### src/rtl/napq_pkg.sv
package napq_pkg;

    // Fixed field widths of the channels
    localparam int ACTION_W     = 2;
    localparam int KEY_W        = 7;
    localparam int IN_PERIOD_W  = 24;
    localparam int OUT_PERIOD_W = 24;

    // Pitch classes per octave
    localparam int NUM_CLASSES = 12;
    localparam int CLASS_W     = 4;

    // Register port
    localparam int REG_ADDR_W = 3;
    localparam int REG_DATA_W = 32;
    localparam logic [0:0] REG_USE_LOCK  = 1'b0;
    localparam logic [0:0] REG_LOCK_MASK = 1'b1;

    typedef enum logic [ACTION_W-1:0] {
        ACT_LOAD     = 2'd0,
        ACT_NOTE_ON  = 2'd1,
        ACT_NOTE_OFF = 2'd2,
        ACT_QUERY    = 2'd3
    } action_t;

    typedef enum logic [1:0] {
        ST_IDLE,
        ST_COUNT,
        ST_SCAN,
        ST_FLUSH
    } state_t;

    typedef struct packed {
        logic                   use_lock;
        logic [NUM_CLASSES-1:0] lock_mask;
    } cfg_t;

    // key mod 12 via multiply by 43/512 (exact floor for keys below 128)
    function automatic logic [CLASS_W-1:0] key_class(input logic [KEY_W-1:0] key);
        logic [12:0] prod;
        logic [3:0]  quot;
        logic [6:0]  quot12;
        logic [6:0]  rem;
        prod   = {6'd0, key} * 13'd43;
        quot   = prod[12:9];
        quot12 = 7'({quot, 3'b000}) + 7'({quot, 2'b00});
        rem    = key - quot12;
        return rem[CLASS_W-1:0];
    endfunction

endpackage

### src/rtl/napq_in_if.sv
interface napq_in_if;
    logic                                valid;
    logic                                ready;
    logic [napq_pkg::ACTION_W-1:0]       action;
    logic [napq_pkg::KEY_W-1:0]          note_key;
    logic [napq_pkg::IN_PERIOD_W-1:0]    period_value;

    modport source (output valid, action, note_key, period_value, input ready);
    modport sink   (input valid, action, note_key, period_value, output ready);
endinterface

### src/rtl/napq_out_if.sv
interface napq_out_if;
    logic                                valid;
    logic                                ready;
    logic [napq_pkg::OUT_PERIOD_W-1:0]   chosen_period;
    logic                                snapped;

    modport source (output valid, chosen_period, snapped, input ready);
    modport sink   (input valid, chosen_period, snapped, output ready);
endinterface

### src/rtl/napq_ram.sv
module napq_ram #(
    parameter int WIDTH = 24,
    parameter int DEPTH = 128
) (
    input  logic                     clk,
    input  logic                     we,
    input  logic [$clog2(DEPTH)-1:0] waddr,
    input  logic [WIDTH-1:0]         wdata,
    input  logic [$clog2(DEPTH)-1:0] raddr,
    output logic [WIDTH-1:0]         rdata
);
    logic [WIDTH-1:0] mem [DEPTH];

    // One write port, one registered read port
    always_ff @(posedge clk)
    begin
        if (we)
        begin
            mem[waddr] <= wdata;
        end
        rdata <= mem[raddr];
    end
endmodule

### src/rtl/napq_cfg.sv
module napq_cfg (
    input  logic                                clk,
    input  logic                                rst_n,
    input  logic                                psel,
    input  logic                                penable,
    input  logic                                pwrite,
    input  logic [napq_pkg::REG_ADDR_W-1:0]     paddr,
    input  logic [napq_pkg::REG_DATA_W-1:0]     pwdata,
    output logic [napq_pkg::REG_DATA_W-1:0]     prdata,
    output logic                                pready,
    output napq_pkg::cfg_t                      cfg
);
    import napq_pkg::*;

    logic                   use_lock_reg,  use_lock_next;
    logic [NUM_CLASSES-1:0] lock_mask_reg, lock_mask_next;
    logic [0:0]             reg_idx;
    logic                   wr_en;

    assign pready  = 1'b1;
    assign reg_idx = paddr[2:2];
    assign wr_en   = psel && penable && pwrite && pready;

    // Register writes
    always_comb
    begin
        use_lock_next  = use_lock_reg;
        lock_mask_next = lock_mask_reg;
        if (wr_en)
        begin
            case (reg_idx)
                REG_USE_LOCK:  use_lock_next  = pwdata[0];
                REG_LOCK_MASK: lock_mask_next = pwdata[NUM_CLASSES-1:0];
                default:       use_lock_next  = use_lock_reg;
            endcase
        end
    end

    // Read mux
    always_comb
    begin
        case (reg_idx)
            REG_USE_LOCK:  prdata = {{(REG_DATA_W-1){1'b0}}, use_lock_reg};
            REG_LOCK_MASK: prdata = {{(REG_DATA_W-NUM_CLASSES){1'b0}}, lock_mask_reg};
            default:       prdata = '0;
        endcase
    end

    always_ff @(posedge clk or negedge rst_n)
    begin
        if (!rst_n)
        begin
            use_lock_reg  <= 1'b0;
            lock_mask_reg <= '0;
        end
        else
        begin
            use_lock_reg  <= use_lock_next;
            lock_mask_reg <= lock_mask_next;
        end
    end

    assign cfg.use_lock  = use_lock_reg;
    assign cfg.lock_mask = lock_mask_reg;
endmodule

### src/rtl/nearest_allowed_note_period.sv
// Pitch quantizer: snaps a measured period to the nearest allowed note period.
// Input channel in_ch carries one item per handshake: action, note_key,
// period_value. Load writes the period table at note_key; note on
// and note off update the pitch-class hold counter (read-modify-
// write of the counter RAM). Query scans the period table one entry per cycle
// through the table RAM read port; the result reaches out_ch once the scan
// pipeline has drained, and in_ch is ready again in that same cycle.
// The scan length (one table entry per cycle) sets query rate when out_ch is free.
// Only queries produce a result item on out_ch: chosen_period and snapped.
// The result sits in an output register; loads and note events are still
// taken while it waits. A query that finishes while the previous result is
// unclaimed holds until out_ch.ready is seen.
// Configuration (use_lock, lock_mask) is written over the APB port at byte
// addresses 0 and 4. The user must write it only while no item is in
// flight; the block does not enforce this. Reset clears the counters,
// config, control state and output; table entries are undefined until loaded.
module nearest_allowed_note_period #(
    parameter int NUM_NOTES   = 128,
    parameter int PERIOD_BITS = 24,
    parameter int COUNT_BITS  = 8
) (
    input  logic                                clk,
    input  logic                                rst_n,
    napq_in_if.sink                             in_ch,
    napq_out_if.source                          out_ch,
    input  logic                                psel,
    input  logic                                penable,
    input  logic                                pwrite,
    input  logic [napq_pkg::REG_ADDR_W-1:0]     paddr,
    input  logic [napq_pkg::REG_DATA_W-1:0]     pwdata,
    output logic [napq_pkg::REG_DATA_W-1:0]     prdata,
    output logic                                pready
);
    import napq_pkg::*;

    localparam int IDX_W = $clog2(NUM_NOTES);
    localparam logic [COUNT_BITS-1:0] CNT_MAX = {COUNT_BITS{1'b1}};

    cfg_t cfg;

    state_t                  state_reg, state_next;
    action_t                 act_reg, act_next;
    logic [CLASS_W-1:0]      cls_reg, cls_next;
    logic [IDX_W-1:0]        idx_reg, idx_next;
    logic [CLASS_W-1:0]      scls_reg, scls_next;
    logic [PERIOD_BITS-1:0]  period_reg, period_next;
    logic [NUM_CLASSES-1:0]  cnt_valid_reg, cnt_valid_next;
    logic [NUM_CLASSES-1:0]  nz_mask_reg, nz_mask_next;

    logic                    s1_valid_reg, s1_valid_next;
    logic                    s1_allow_reg, s1_allow_next;
    logic                    s2_valid_reg, s2_valid_next;
    logic                    s2_allow_reg, s2_allow_next;
    logic [PERIOD_BITS-1:0]  s2_diff_reg, s2_diff_next;
    logic [PERIOD_BITS-1:0]  s2_entry_reg, s2_entry_next;
    logic                    found_reg, found_next;
    logic [PERIOD_BITS-1:0]  best_diff_reg, best_diff_next;
    logic [PERIOD_BITS-1:0]  best_period_reg, best_period_next;

    logic                    out_valid_reg, out_valid_next;
    logic [OUT_PERIOD_W-1:0] out_period_reg, out_period_next;
    logic                    out_snapped_reg, out_snapped_next;

    logic                    in_ready;
    logic                    accept;
    logic                    key_ok;
    logic [PERIOD_BITS-1:0]  period_in;
    logic [CLASS_W-1:0]      key_cls;
    logic [NUM_CLASSES-1:0]  allowed;

    logic                    tab_we;
    logic [PERIOD_BITS-1:0]  tab_rdata;
    logic                    cnt_we;
    logic [COUNT_BITS-1:0]   cnt_rdata;
    logic [COUNT_BITS-1:0]   cnt_cur;
    logic [COUNT_BITS-1:0]   cnt_new;

    napq_cfg u_cfg (
        .clk     (clk),
        .rst_n   (rst_n),
        .psel    (psel),
        .penable (penable),
        .pwrite  (pwrite),
        .paddr   (paddr),
        .pwdata  (pwdata),
        .prdata  (prdata),
        .pready  (pready),
        .cfg     (cfg)
    );

    // Note period table
    napq_ram #(
        .WIDTH (PERIOD_BITS),
        .DEPTH (NUM_NOTES)
    ) u_tab_ram (
        .clk   (clk),
        .we    (tab_we),
        .waddr (IDX_W'(in_ch.note_key)),
        .wdata (period_in),
        .raddr (idx_reg),
        .rdata (tab_rdata)
    );

    // Pitch-class hold counters
    napq_ram #(
        .WIDTH (COUNT_BITS),
        .DEPTH (NUM_CLASSES)
    ) u_cnt_ram (
        .clk   (clk),
        .we    (cnt_we),
        .waddr (cls_reg),
        .wdata (cnt_new),
        .raddr (key_cls),
        .rdata (cnt_rdata)
    );

    assign in_ready  = (state_reg == ST_IDLE);
    assign accept    = in_ch.valid && in_ready;
    assign key_ok    = (32'(in_ch.note_key) < 32'(NUM_NOTES));
    assign period_in = PERIOD_BITS'(in_ch.period_value);
    assign key_cls   = key_class(in_ch.note_key);
    assign allowed   = cfg.use_lock ? cfg.lock_mask : nz_mask_reg;

    // Counter update; an entry not yet written reads as zero
    always_comb
    begin
        cnt_cur = cnt_valid_reg[cls_reg] ? cnt_rdata : '0;
        if (act_reg == ACT_NOTE_ON)
        begin
            cnt_new = (cnt_cur == CNT_MAX) ? cnt_cur : cnt_cur + COUNT_BITS'(1);
        end
        else
        begin
            cnt_new = (cnt_cur == '0) ? cnt_cur : cnt_cur - COUNT_BITS'(1);
        end
    end

    // Control and scan datapath
    always_comb
    begin
        state_next       = state_reg;
        act_next         = act_reg;
        cls_next         = cls_reg;
        idx_next         = idx_reg;
        scls_next        = scls_reg;
        period_next      = period_reg;
        cnt_valid_next   = cnt_valid_reg;
        nz_mask_next     = nz_mask_reg;
        tab_we           = 1'b0;
        cnt_we           = 1'b0;
        out_period_next  = out_period_reg;
        out_snapped_next = out_snapped_reg;
        out_valid_next   = out_valid_reg && !out_ch.ready;

        // stage 1: table read in flight
        s1_valid_next = 1'b0;
        s1_allow_next = s1_allow_reg;

        // stage 2: distance to the measured period
        s2_valid_next = s1_valid_reg;
        s2_allow_next = s1_allow_reg;
        s2_entry_next = tab_rdata;
        s2_diff_next  = (tab_rdata >= period_reg) ? tab_rdata - period_reg
                                                  : period_reg - tab_rdata;

        // stage 3: keep the best so far, lowest index wins ties
        found_next       = found_reg;
        best_diff_next   = best_diff_reg;
        best_period_next = best_period_reg;
        if (s2_valid_reg && s2_allow_reg && (!found_reg || s2_diff_reg < best_diff_reg))
        begin
            found_next       = 1'b1;
            best_diff_next   = s2_diff_reg;
            best_period_next = s2_entry_reg;
        end

        case (state_reg)
            ST_IDLE:
            begin
                if (accept)
                begin
                    case (action_t'(in_ch.action))
                        ACT_LOAD:
                        begin
                            tab_we = key_ok;
                        end
                        ACT_QUERY:
                        begin
                            period_next = period_in;
                            idx_next    = '0;
                            scls_next   = '0;
                            found_next  = 1'b0;
                            state_next  = ST_SCAN;
                        end
                        default:
                        begin
                            act_next   = action_t'(in_ch.action);
                            cls_next   = key_cls;
                            state_next = ST_COUNT;
                        end
                    endcase
                end
            end
            ST_COUNT:
            begin
                cnt_we                  = 1'b1;
                cnt_valid_next[cls_reg] = 1'b1;
                nz_mask_next[cls_reg]   = (cnt_new != '0);
                state_next              = ST_IDLE;
            end
            ST_SCAN:
            begin
                s1_valid_next = 1'b1;
                s1_allow_next = allowed[scls_reg];
                idx_next      = idx_reg + IDX_W'(1);
                scls_next     = (scls_reg == CLASS_W'(NUM_CLASSES - 1)) ? '0
                                                                        : scls_reg + CLASS_W'(1);
                if (idx_reg == IDX_W'(NUM_NOTES - 1))
                begin
                    state_next = ST_FLUSH;
                end
            end
            ST_FLUSH:
            begin
                if (!s1_valid_reg && !s2_valid_reg && (!out_valid_reg || out_ch.ready))
                begin
                    out_valid_next   = 1'b1;
                    out_period_next  = OUT_PERIOD_W'(found_reg ? best_period_reg : period_reg);
                    out_snapped_next = found_reg;
                    state_next       = ST_IDLE;
                end
            end
            default:
            begin
                state_next = ST_IDLE;
            end
        endcase
    end

    // Control state
    always_ff @(posedge clk or negedge rst_n)
    begin
        if (!rst_n)
        begin
            state_reg     <= ST_IDLE;
            cnt_valid_reg <= '0;
            nz_mask_reg   <= '0;
            s1_valid_reg  <= 1'b0;
            s2_valid_reg  <= 1'b0;
            found_reg     <= 1'b0;
            out_valid_reg <= 1'b0;
        end
        else
        begin
            state_reg     <= state_next;
            cnt_valid_reg <= cnt_valid_next;
            nz_mask_reg   <= nz_mask_next;
            s1_valid_reg  <= s1_valid_next;
            s2_valid_reg  <= s2_valid_next;
            found_reg     <= found_next;
            out_valid_reg <= out_valid_next;
        end
    end

    // Payload
    always_ff @(posedge clk)
    begin
        act_reg         <= act_next;
        cls_reg         <= cls_next;
        idx_reg         <= idx_next;
        scls_reg        <= scls_next;
        period_reg      <= period_next;
        s1_allow_reg    <= s1_allow_next;
        s2_allow_reg    <= s2_allow_next;
        s2_diff_reg     <= s2_diff_next;
        s2_entry_reg    <= s2_entry_next;
        best_diff_reg   <= best_diff_next;
        best_period_reg <= best_period_next;
        out_period_reg  <= out_period_next;
        out_snapped_reg <= out_snapped_next;
    end

    assign in_ch.ready          = in_ready;
    assign out_ch.valid         = out_valid_reg;
    assign out_ch.chosen_period = out_period_reg;
    assign out_ch.snapped       = out_snapped_reg;
endmodule

### src/flat_wrapper.sv
// flat-port wrapper written by rule: the top's interface ports become plain ports
module nearest_allowed_note_period_flat import napq_pkg::*;
#(
    parameter int NUM_NOTES   = 128,
    parameter int PERIOD_BITS = 24,
    parameter int COUNT_BITS  = 8
)
  (clk, rst_n, psel, penable, pwrite, paddr, pwdata, prdata, pready, in_ch_valid, in_ch_action, in_ch_note_key, in_ch_period_value, in_ch_ready, out_ch_valid, out_ch_chosen_period, out_ch_snapped, out_ch_ready);
  napq_in_if in_ch_i ();
  napq_out_if out_ch_i ();
  input  logic clk;
  input  logic rst_n;
  input  logic psel;
  input  logic penable;
  input  logic pwrite;
  input  logic [napq_pkg::REG_ADDR_W-1:0] paddr;
  input  logic [napq_pkg::REG_DATA_W-1:0] pwdata;
  output logic [napq_pkg::REG_DATA_W-1:0] prdata;
  output logic pready;
  input wire logic [$bits(in_ch_i.valid)-1:0] in_ch_valid;
  input wire logic [$bits(in_ch_i.action)-1:0] in_ch_action;
  input wire logic [$bits(in_ch_i.note_key)-1:0] in_ch_note_key;
  input wire logic [$bits(in_ch_i.period_value)-1:0] in_ch_period_value;
  output wire logic [$bits(in_ch_i.ready)-1:0] in_ch_ready;
  output wire logic [$bits(out_ch_i.valid)-1:0] out_ch_valid;
  output wire logic [$bits(out_ch_i.chosen_period)-1:0] out_ch_chosen_period;
  output wire logic [$bits(out_ch_i.snapped)-1:0] out_ch_snapped;
  input wire logic [$bits(out_ch_i.ready)-1:0] out_ch_ready;
  assign in_ch_i.valid = in_ch_valid;
  assign in_ch_i.action = in_ch_action;
  assign in_ch_i.note_key = in_ch_note_key;
  assign in_ch_i.period_value = in_ch_period_value;
  assign in_ch_ready = in_ch_i.ready;
  assign out_ch_valid = out_ch_i.valid;
  assign out_ch_chosen_period = out_ch_i.chosen_period;
  assign out_ch_snapped = out_ch_i.snapped;
  assign out_ch_i.ready = out_ch_ready;
  nearest_allowed_note_period #(.NUM_NOTES(NUM_NOTES), .PERIOD_BITS(PERIOD_BITS), .COUNT_BITS(COUNT_BITS)) u_core (.clk(clk), .rst_n(rst_n), .in_ch(in_ch_i), .out_ch(out_ch_i), .psel(psel), .penable(penable), .pwrite(pwrite), .paddr(paddr), .pwdata(pwdata), .prdata(prdata), .pready(pready));
endmodule
### config.mk
export PLATFORM = sky130hd
export DESIGN_NAME = nearest_allowed_note_period_flat
export DESIGN_NICKNAME = d
export VERILOG_FILES = /design/src/rtl/napq_pkg.sv /design/src/rtl/napq_in_if.sv /design/src/rtl/napq_out_if.sv /design/src/rtl/napq_ram.sv /design/src/rtl/napq_cfg.sv /design/src/rtl/nearest_allowed_note_period.sv /design/src/flat_wrapper.sv
export SDC_FILE = /design/constraint.sdc
export NUM_CORES = 2
export LEC_CHECK = 0
export BUFFER_PORTS_ARGS = -buffer_cell sky130_fd_sc_hd__buf_2
export CAP_MARGIN = 40
export CORE_ASPECT_RATIO = 0.75
export CORE_MARGIN = 3
export CORE_UTILIZATION = 40
export DETAILED_ROUTE_END_ITERATION = 16
export REMOVE_ABC_BUFFERS = 1
export SLEW_MARGIN = 10
export SYNTH_ARGS = -nofsm -noshare
export SYNTH_HDL_FRONTEND = slang
export SYNTH_SLANG_ARGS = --single-unit
### constraint.sdc
create_clock -name clk -period 5.4 [get_ports clk]
set_input_delay 0.27 -clock clk [delete_from_list [all_inputs] [get_ports clk]]
set_output_delay 0.27 -clock clk [all_outputs]
set_load 0.02 [all_outputs]
# Word level (Yosys, flattened, before mapping)
# Memory sizes are Yosys's and may differ from the RTL's. A register that Yosys moved wholly into a read port is not among the register bits.
# Index checks and enable logic that the tools add are counted.
[op_classes]
n_mul = 1
addsub = 8
reduce_logical = 29
bitwise = 3
n_eq_ne = 13
order_cmp = 5
muxes = 42
[op_table]
columns = ["op", "n"]
rows = [
  ["case mux 32 bit (2 select lines)", 1],
  ["2-to-1 mux 24 bit", 2],
  ["subtractor 24 bit", 2],
  ["2-to-1 mux 8 bit", 4],
  [">= comparator 24 bit", 1],
  ["less-than comparator 24 bit", 1],
  ["2-to-1 mux 1 bit", 18],
  ["2-to-1 mux 7 bit", 2],
  ["case mux 7 bit (2 select lines)", 1],
  ["bitwise mux 12 bit", 1],
  ["2-to-1 mux 12 bit", 1],
  ["2-to-1 mux 4 bit", 3],
  ["bitwise OR 12 bit", 1],
  ["multiplier 7 x 6 -> 11 bit, second input constant", 1],
  ["less-than comparator 4 x 5 -> 1 bit, second input constant", 2],
  ["logical AND 1 bit", 9],
  ["AND reduction 3 bit", 3],
  ["adder 8 x 1 -> 8 bit, second input constant", 1],
  ["binary-select mux 1 bit (select 4 bit)", 2],
  ["== test 8 bit, second input constant", 1],
  ["logical NOT 8 bit", 1],
  ["case mux 2 bit (4 select lines)", 1],
  ["case mux 4 bit (2 select lines)", 1],
  ["nonzero test 8 bit", 1],
  ["23 further kinds", 40],
]
[totals]
ram_bits = 3168
mem_count = 2
out_inout_bits = 60
ff_bits = 207
elab_cells = 125
[mem_list]
columns = ["memory", "depth", "word_bits", "rd", "rd_ports_with_merged_regs", "wr", "line_no", "source"]
rows = [
  ["u_core.u_tab_ram.mem", 128, 24, 1, 1, 1, "napq_ram.sv:12", "logic [WIDTH-1:0] mem [DEPTH];"],
  ["u_core.u_cnt_ram.mem", 12, 8, 1, 1, 1, "napq_ram.sv:12", ""],
]

# Logic depth before layout (Yosys ltp)
[logic_depth]
depth_word = 8
mapped_depth = 19
mapped_depth_nobuf = 19

# Modules after synthesis
# A second synthesis with hierarchy kept.
[unflattened]
cells_unflattened = 5774
area_unflattened_um2 = 132671.0
[modules_own_cells]
columns = ["mod", "seq_area_each_um2", "area_each_um2", "cells_each", "instances"]
rows = [
  ["napq_ram at u_core.u_tab_ram", 92728.9, 117381.3, 4538, 1],
  ["nearest_allowed_note_period", 5185.0, 10616.4, 988, 1],
  ["napq_ram at u_core.u_cnt_ram", 3042.9, 3873.7, 182, 1],
  ["napq_cfg", 325.3, 799.5, 66, 1],
]

# Worst setup path before layout
# No wires, ideal clock.
[synth_timing]
path_type = "register to register"
start = "reg u_core.best_diff_reg[18]"
end = "reg u_core.best_diff_reg[0], enable pin"
slack_ns = 0.775
path_buffers = 0
setup_ns = 0.482
arrival_time_ns = 4.143
stages_incl_launch_ff = 12
period_less_slack_ns = 4.625
path_cell_list = "edfxtp_1 > inv_1 > ha_1 > a21oi_1 > a21boi_0 > o21a_1 > o21a_1 > o21a_1 > o21a_1 > o21ai_0 > o211ai_1 > a31oi_1"
[synth_via]
elab_chain_cells = 3
[synth_rtl]
columns = ["item", "line_no", "source"]
rows = [
  ["from (decl)", "nearest_allowed_note_period.sv:57", "logic [PERIOD_BITS-1:0] best_diff_reg, best_diff_next;"],
  ["from (signal assigned)", "nearest_allowed_note_period.sv:277", "best_diff_reg <= best_diff_next;"],
  ["less-than comparator 24 bit", "nearest_allowed_note_period.sv:170", "if (s2_valid_reg && s2_allow_reg && (!found_reg || s2_diff_reg < best_diff_reg))"],
  ["logical OR 1 bit", "nearest_allowed_note_period.sv:170", ""],
  ["logical AND 1 bit", "nearest_allowed_note_period.sv:170", ""],
]
# No other way between the ends.
# A chain may end at the register's enable or synchronous reset.

# Final worst setup path
[layout_timing]
start = "reg u_core.cls_reg[1]"
end = "reg u_core.nz_mask_reg[7]"
[layout_via]
elab_chain_cells = 8
elab_cells_between_ends = 17
classes_between = "add/sub (2); order compare (2); eq/ne (1); mux (9); reduce/logical (3)"
[layout_rtl]
columns = ["item", "line_no", "source"]
rows = [
  ["from (decl)", "nearest_allowed_note_period.sv:43", "logic [CLASS_W-1:0] cls_reg, cls_next;"],
  ["from (signal assigned)", "nearest_allowed_note_period.sv:269", "cls_reg <= cls_next;"],
  ["binary-select mux 1 bit (select 4 bit)", "nearest_allowed_note_period.sv:127", "cnt_cur = cnt_valid_reg[cls_reg] ? cnt_rdata : '0;"],
  ["2-to-1 mux 1 bit (not written as such)", "nearest_allowed_note_period.sv:127", ""],
  ["2-to-1 mux 8 bit", "nearest_allowed_note_period.sv:127", ""],
  ["subtractor 8 x 1 -> 8 bit, or another cell as far along", "nearest_allowed_note_period.sv:134", "cnt_new = (cnt_cur == '0) ? cnt_cur : cnt_cur - COUNT_BITS'(1);"],
  ["2-to-1 mux 8 bit (on tied branches)", "nearest_allowed_note_period.sv:134, nearest_allowed_note_period.sv:130", ""],
  ["2-to-1 mux 8 bit", "nearest_allowed_note_period.sv:128", "if (act_reg == ACT_NOTE_ON)"],
  ["nonzero test 8 bit", "nearest_allowed_note_period.sv:208", "nz_mask_next[cls_reg] = (cnt_new != '0);"],
  ["bitwise mux 12 bit (*)", "nearest_allowed_note_period.sv:208", ""],
  ["to (signal assigned)", "nearest_allowed_note_period.sv:257", "nz_mask_reg <= nz_mask_next;"],
  ["to (decl)", "nearest_allowed_note_period.sv:48", "logic [NUM_CLASSES-1:0] nz_mask_reg, nz_mask_next;"],
]
# Every way passes the cells marked *; elsewhere a longest branch is shown, timed or not. The select of a mux whose other input is x is not followed.

==> impl_metrics.tcl <==
set metrics [dict create \
    hp-class "in2reg" \
    viasPerCell 5.76 \
    overflow 0 \
    synth-edff-count 3283 \
    area_delta_synth_final_pct 14.6 \
    drt-total-wl_mm 336 \
    die_w_um 671 \
    ir_worst_vdd_v 0.000253 \
    crit_top_cell "nand3_1" \
    multi_input_area_um2 30200 \
    post-route-min-period_ns 4.15 \
    leakage_nw 48.1 \
    power.density_nw_per_um2 496 \
    ys_async_sr_fraction_pct 1.26 \
    yosysTopAreaCell "edfxtp_1" \
    cts_sinks 3407 \
    internal-power_mw 52.9 \
    path_delay_family "simple AND/OR/NAND/NOR gates" \
    drc 0 \
    cp_slowest_stage_delay_ns 0.54 \
    fill_cells 26900 \
    syn_inst 5807 \
    fin_skew_ns 0.0562 \
    ys_seq_area_share_pct 76.3 \
    post-route-util_pct 46.2 \
    cts_setup_buffers 0 \
    worstSetupEndpointType "flip-flop" \
    cts-resized-gates 0 \
    syn_avg_cell_area_um2 22.9 \
    seq_power_share_pct 40.7 \
    arrival_ns 4.84 \
    seqCellArea_um2 101000 \
    crit_path_top_delay_cell "edfxtp_1" \
    combPwrFrac_pct 30.3 \
    switchingPower_mw 22.5 \
    fin_crit_sh_pct 76.9 \
    grt_pass1_vias 62700 \
    clk_root_buffer_cell "clkbuf_16" \
    port-buffer-count 91 \
    antenna_found_initial 38 \
    drive_gt1_share_pct 32.2 \
    cp_cell_sequence "mux4_2 -> mux2i_1 -> a21oi_2 -> nand2_1 -> inv_1 -> ha_1 -> nand3_1 -> nor2_1 -> nand3_1 -> o21ai_1 -> nand3_1 -> nor2_1 -> a21oi_1 -> nor4_2 -> buf_4 -> a21oi_1" \
    row_count 182 \
    relSlewSlack_pct 38.2 \
    max_clock_freq_ghz 0.241 \
    yosys_warnings 0 \
    dieArea_um2 339000 \
    setup_slack_ns 1.25 \
    ys.flop_type "edfxtp_1" \
    nNetsFinal 6521 \
    largest_reg_flops 3072 \
    final_hold_viol_count 0 \
    final_cells 11000 \
    cts_hold_buf 42 \
    dp_slack_ns 0.648 \
    reg_top3 "u_core.u_tab_ram.mem: 3072 flops, u_core.u_cnt_ram.mem: 96 flops" \
    io-pin-count 135 \
    max_flop_register "u_core.u_tab_ram.mem" \
    synth-seq-cells 3407 \
    routedWlPerCell_um 30.5 \
    cts_buffers 312 \
    finalMaxSlewViolations 0 \
    grt_setup_unrepaired "false" \
    die_h_um 505 \
    cp_max_fo 12 \
    p_clk_share_pct 29.0 \
    setup_violations 0 \
    ys_top_cells_by_area "edfxtp_1 74%, mux4_2 17%, dfxtp_1 1.2%" \
    switching_share_pct 29.9 \
    status "finished, final reports clean" \
    synth_top_area_share_pct 74.3 \
    dpl.hpwl_mm 197 \
    ant_nets 0 \
    maxCapViolCount 0 \
    clkTransAtPathRegs_ns 0.06 \
    cts_tree "built" \
    drt-pass1-iter-count 5 \
    start_util_pct 40.3 \
    drt_iter0_markers 8489 \
    cp.required_ns 6.09 \
    grt_start_max_net_pins 89 \
    fin_hold_ws_ns 0.0345 \
    clk-insertion-delay-late_ns 0.87 \
    cp.buffers_inverters 2 \
    dp_cells 10400 \
    core_um2 329000 \
    grt_pass1_wl_mm 476 \
    synth_area_um2 133000 \
    synth_cell_types 70 \
    gp_congestion 0.819 \
    tightestPinTransition_ns 0.902 \
    num_vias 63500 \
    start_kind "flip-flop" \
    critPathKind "reg2reg" \
    grt_use_total_pct 19.6 \
    htree_levels 5 \
    clk_path_buf_depth 4 \
]
[layer usage]
layer / GRT usage (%) / vias up / part of all wire (%)
met5: 0 / - / 0.0080
met2: 28.7 / 3172 / 45
met4: 3.85 / 4 / 1.9
met3: 4.60 / 436 / 10
met1: 30.0 / 34400 / 43
li1: - / 25500 / -
[final cells by class]
type,count,share of cell area [%]
repair buffers,484,2.97
diodes,50,0.0823
inverters,120,0.296
clock buffers,405,5.63
flip-flops and latches,3407,66.6
clock inverters,143,0.900
well taps,4416,3.63
multi-input cells,2000,19.9
[worst paths after layout]
path                            slack (ns)  depth (start not counted)                       endpoint                   start
worst max-delay path                  1.25                         16          u_core.nz_mask_reg[7]       u_core.cls_reg[1]
worst max register to register        1.25                         16          u_core.nz_mask_reg[7]       u_core.cls_reg[1]
max in group asynchronous             4.01                          4      u_core.u_cfg.use_lock_reg                   rst_n
worst min register to register        0.34                          0            u_core.s2_allow_reg     u_core.s1_allow_reg
min in group asynchronous             0.49                          4  u_core.u_cfg.lock_mask_reg[9]                   rst_n
worst min-delay path                  0.03                          1   u_core.u_tab_ram.mem[47][11]  in_ch_period_value[11]
[power by group through the flow]
stage / Clock [mW] / Sequential (mW) / Combinational [mW]
after floorplan: 0 / 32.1 / 10.8
after global placement: 0 / 31.3 / 22.5
after detailed placement: 0 / 31.3 / 22.8
after CTS: 22.3 / 30.7 / 22.9
after global routing: 23.4 / 30.8 / 24.1
final: 21.9 / 30.7 / 22.8
[stage by stage]
step | TNS [ns] | power (mW) | instance area, µm²
after CTS | 0 | 75.9 | 152000
after detailed placement | 0 | 54.0 | 141000
after global placement | 0 | 53.8 | 141000
final | 0 | 75.4 | 152000
after global routing | 0 | 78.3 | 152000
after floorplan | -829.18 | 42.9 | 131000
[cell usage in the layout (no fill, tap or decap), types with 23 or more instances in the layout]
cell / instances
xnor2_1: 25
clkinv_1: 57
bufinv_16: 26
nand2_1: 128
buf_4: 303
diode_2: 50
mux4_2: 1031
nor2_1: 70
buf_2: 67
edfxtp_1: 3283
inv_1: 119
dlygate4sd3_1: 42
nor2_2: 92
ha_1: 113
clkbuf_16: 327
nor2_4: 37
mux2_2: 50
o21ai_0: 64
dfrtp_1: 43
mux2i_1: 23
clkbuf_1: 68
buf_12: 58
a21oi_1: 78
clkinv_2: 42
dfxtp_1: 81
[cells in the mapped netlist (7+ instances only)]
master    number
nand4_1        8
clkbuf_1     137
nand2b_1      15
o21ai_0       64
buf_1         32
inv_1        119
o21a_1         7
or3_1          8
mux4_2      1031
a21oi_1       78
mux2_2        50
buf_2         90
edfxtp_1    3283
a21o_1        21
mux2i_1       23
o21ai_1        8
xnor2_1       26
fa_1           8
dfrtp_1       43
and3_1        11
ha_1         113
a211oi_1      12
nor2b_1       13
nand3_1       20
buf_4         32
nor3_1         9
xor2_1        13
and2_1        18
buf_6          8
or2_2         14
a31oi_1       10
dfxtp_1       81
nor2_1       199
nand2_1      136
[logic make-up (layout without fill, tap and decap cells)]
| kind of cell | after synthesis | count (layout) | synth area share [%] |
|---|---|---|---|
| adder cells (fa/ha/maj) | 121 | 121 | 1.19 |
| AO/OA/AOI/OAI | 247 | 247 | 1.15 |
| AND/OR/NAND/NOR | 467 | 467 | 1.56 |
| XOR/XNOR | 40 | 40 | 0.270 |
| flip-flops | 3407 | 3407 | 76.3 |
| multiplexers | 1104 | 1104 | 18.1 |
| other | 2 | 71 | 0.00566 |
| buffers and inverters | 419 | 1152 | 1.41 |
Note: power is estimated with default switching activity, not from simulation.
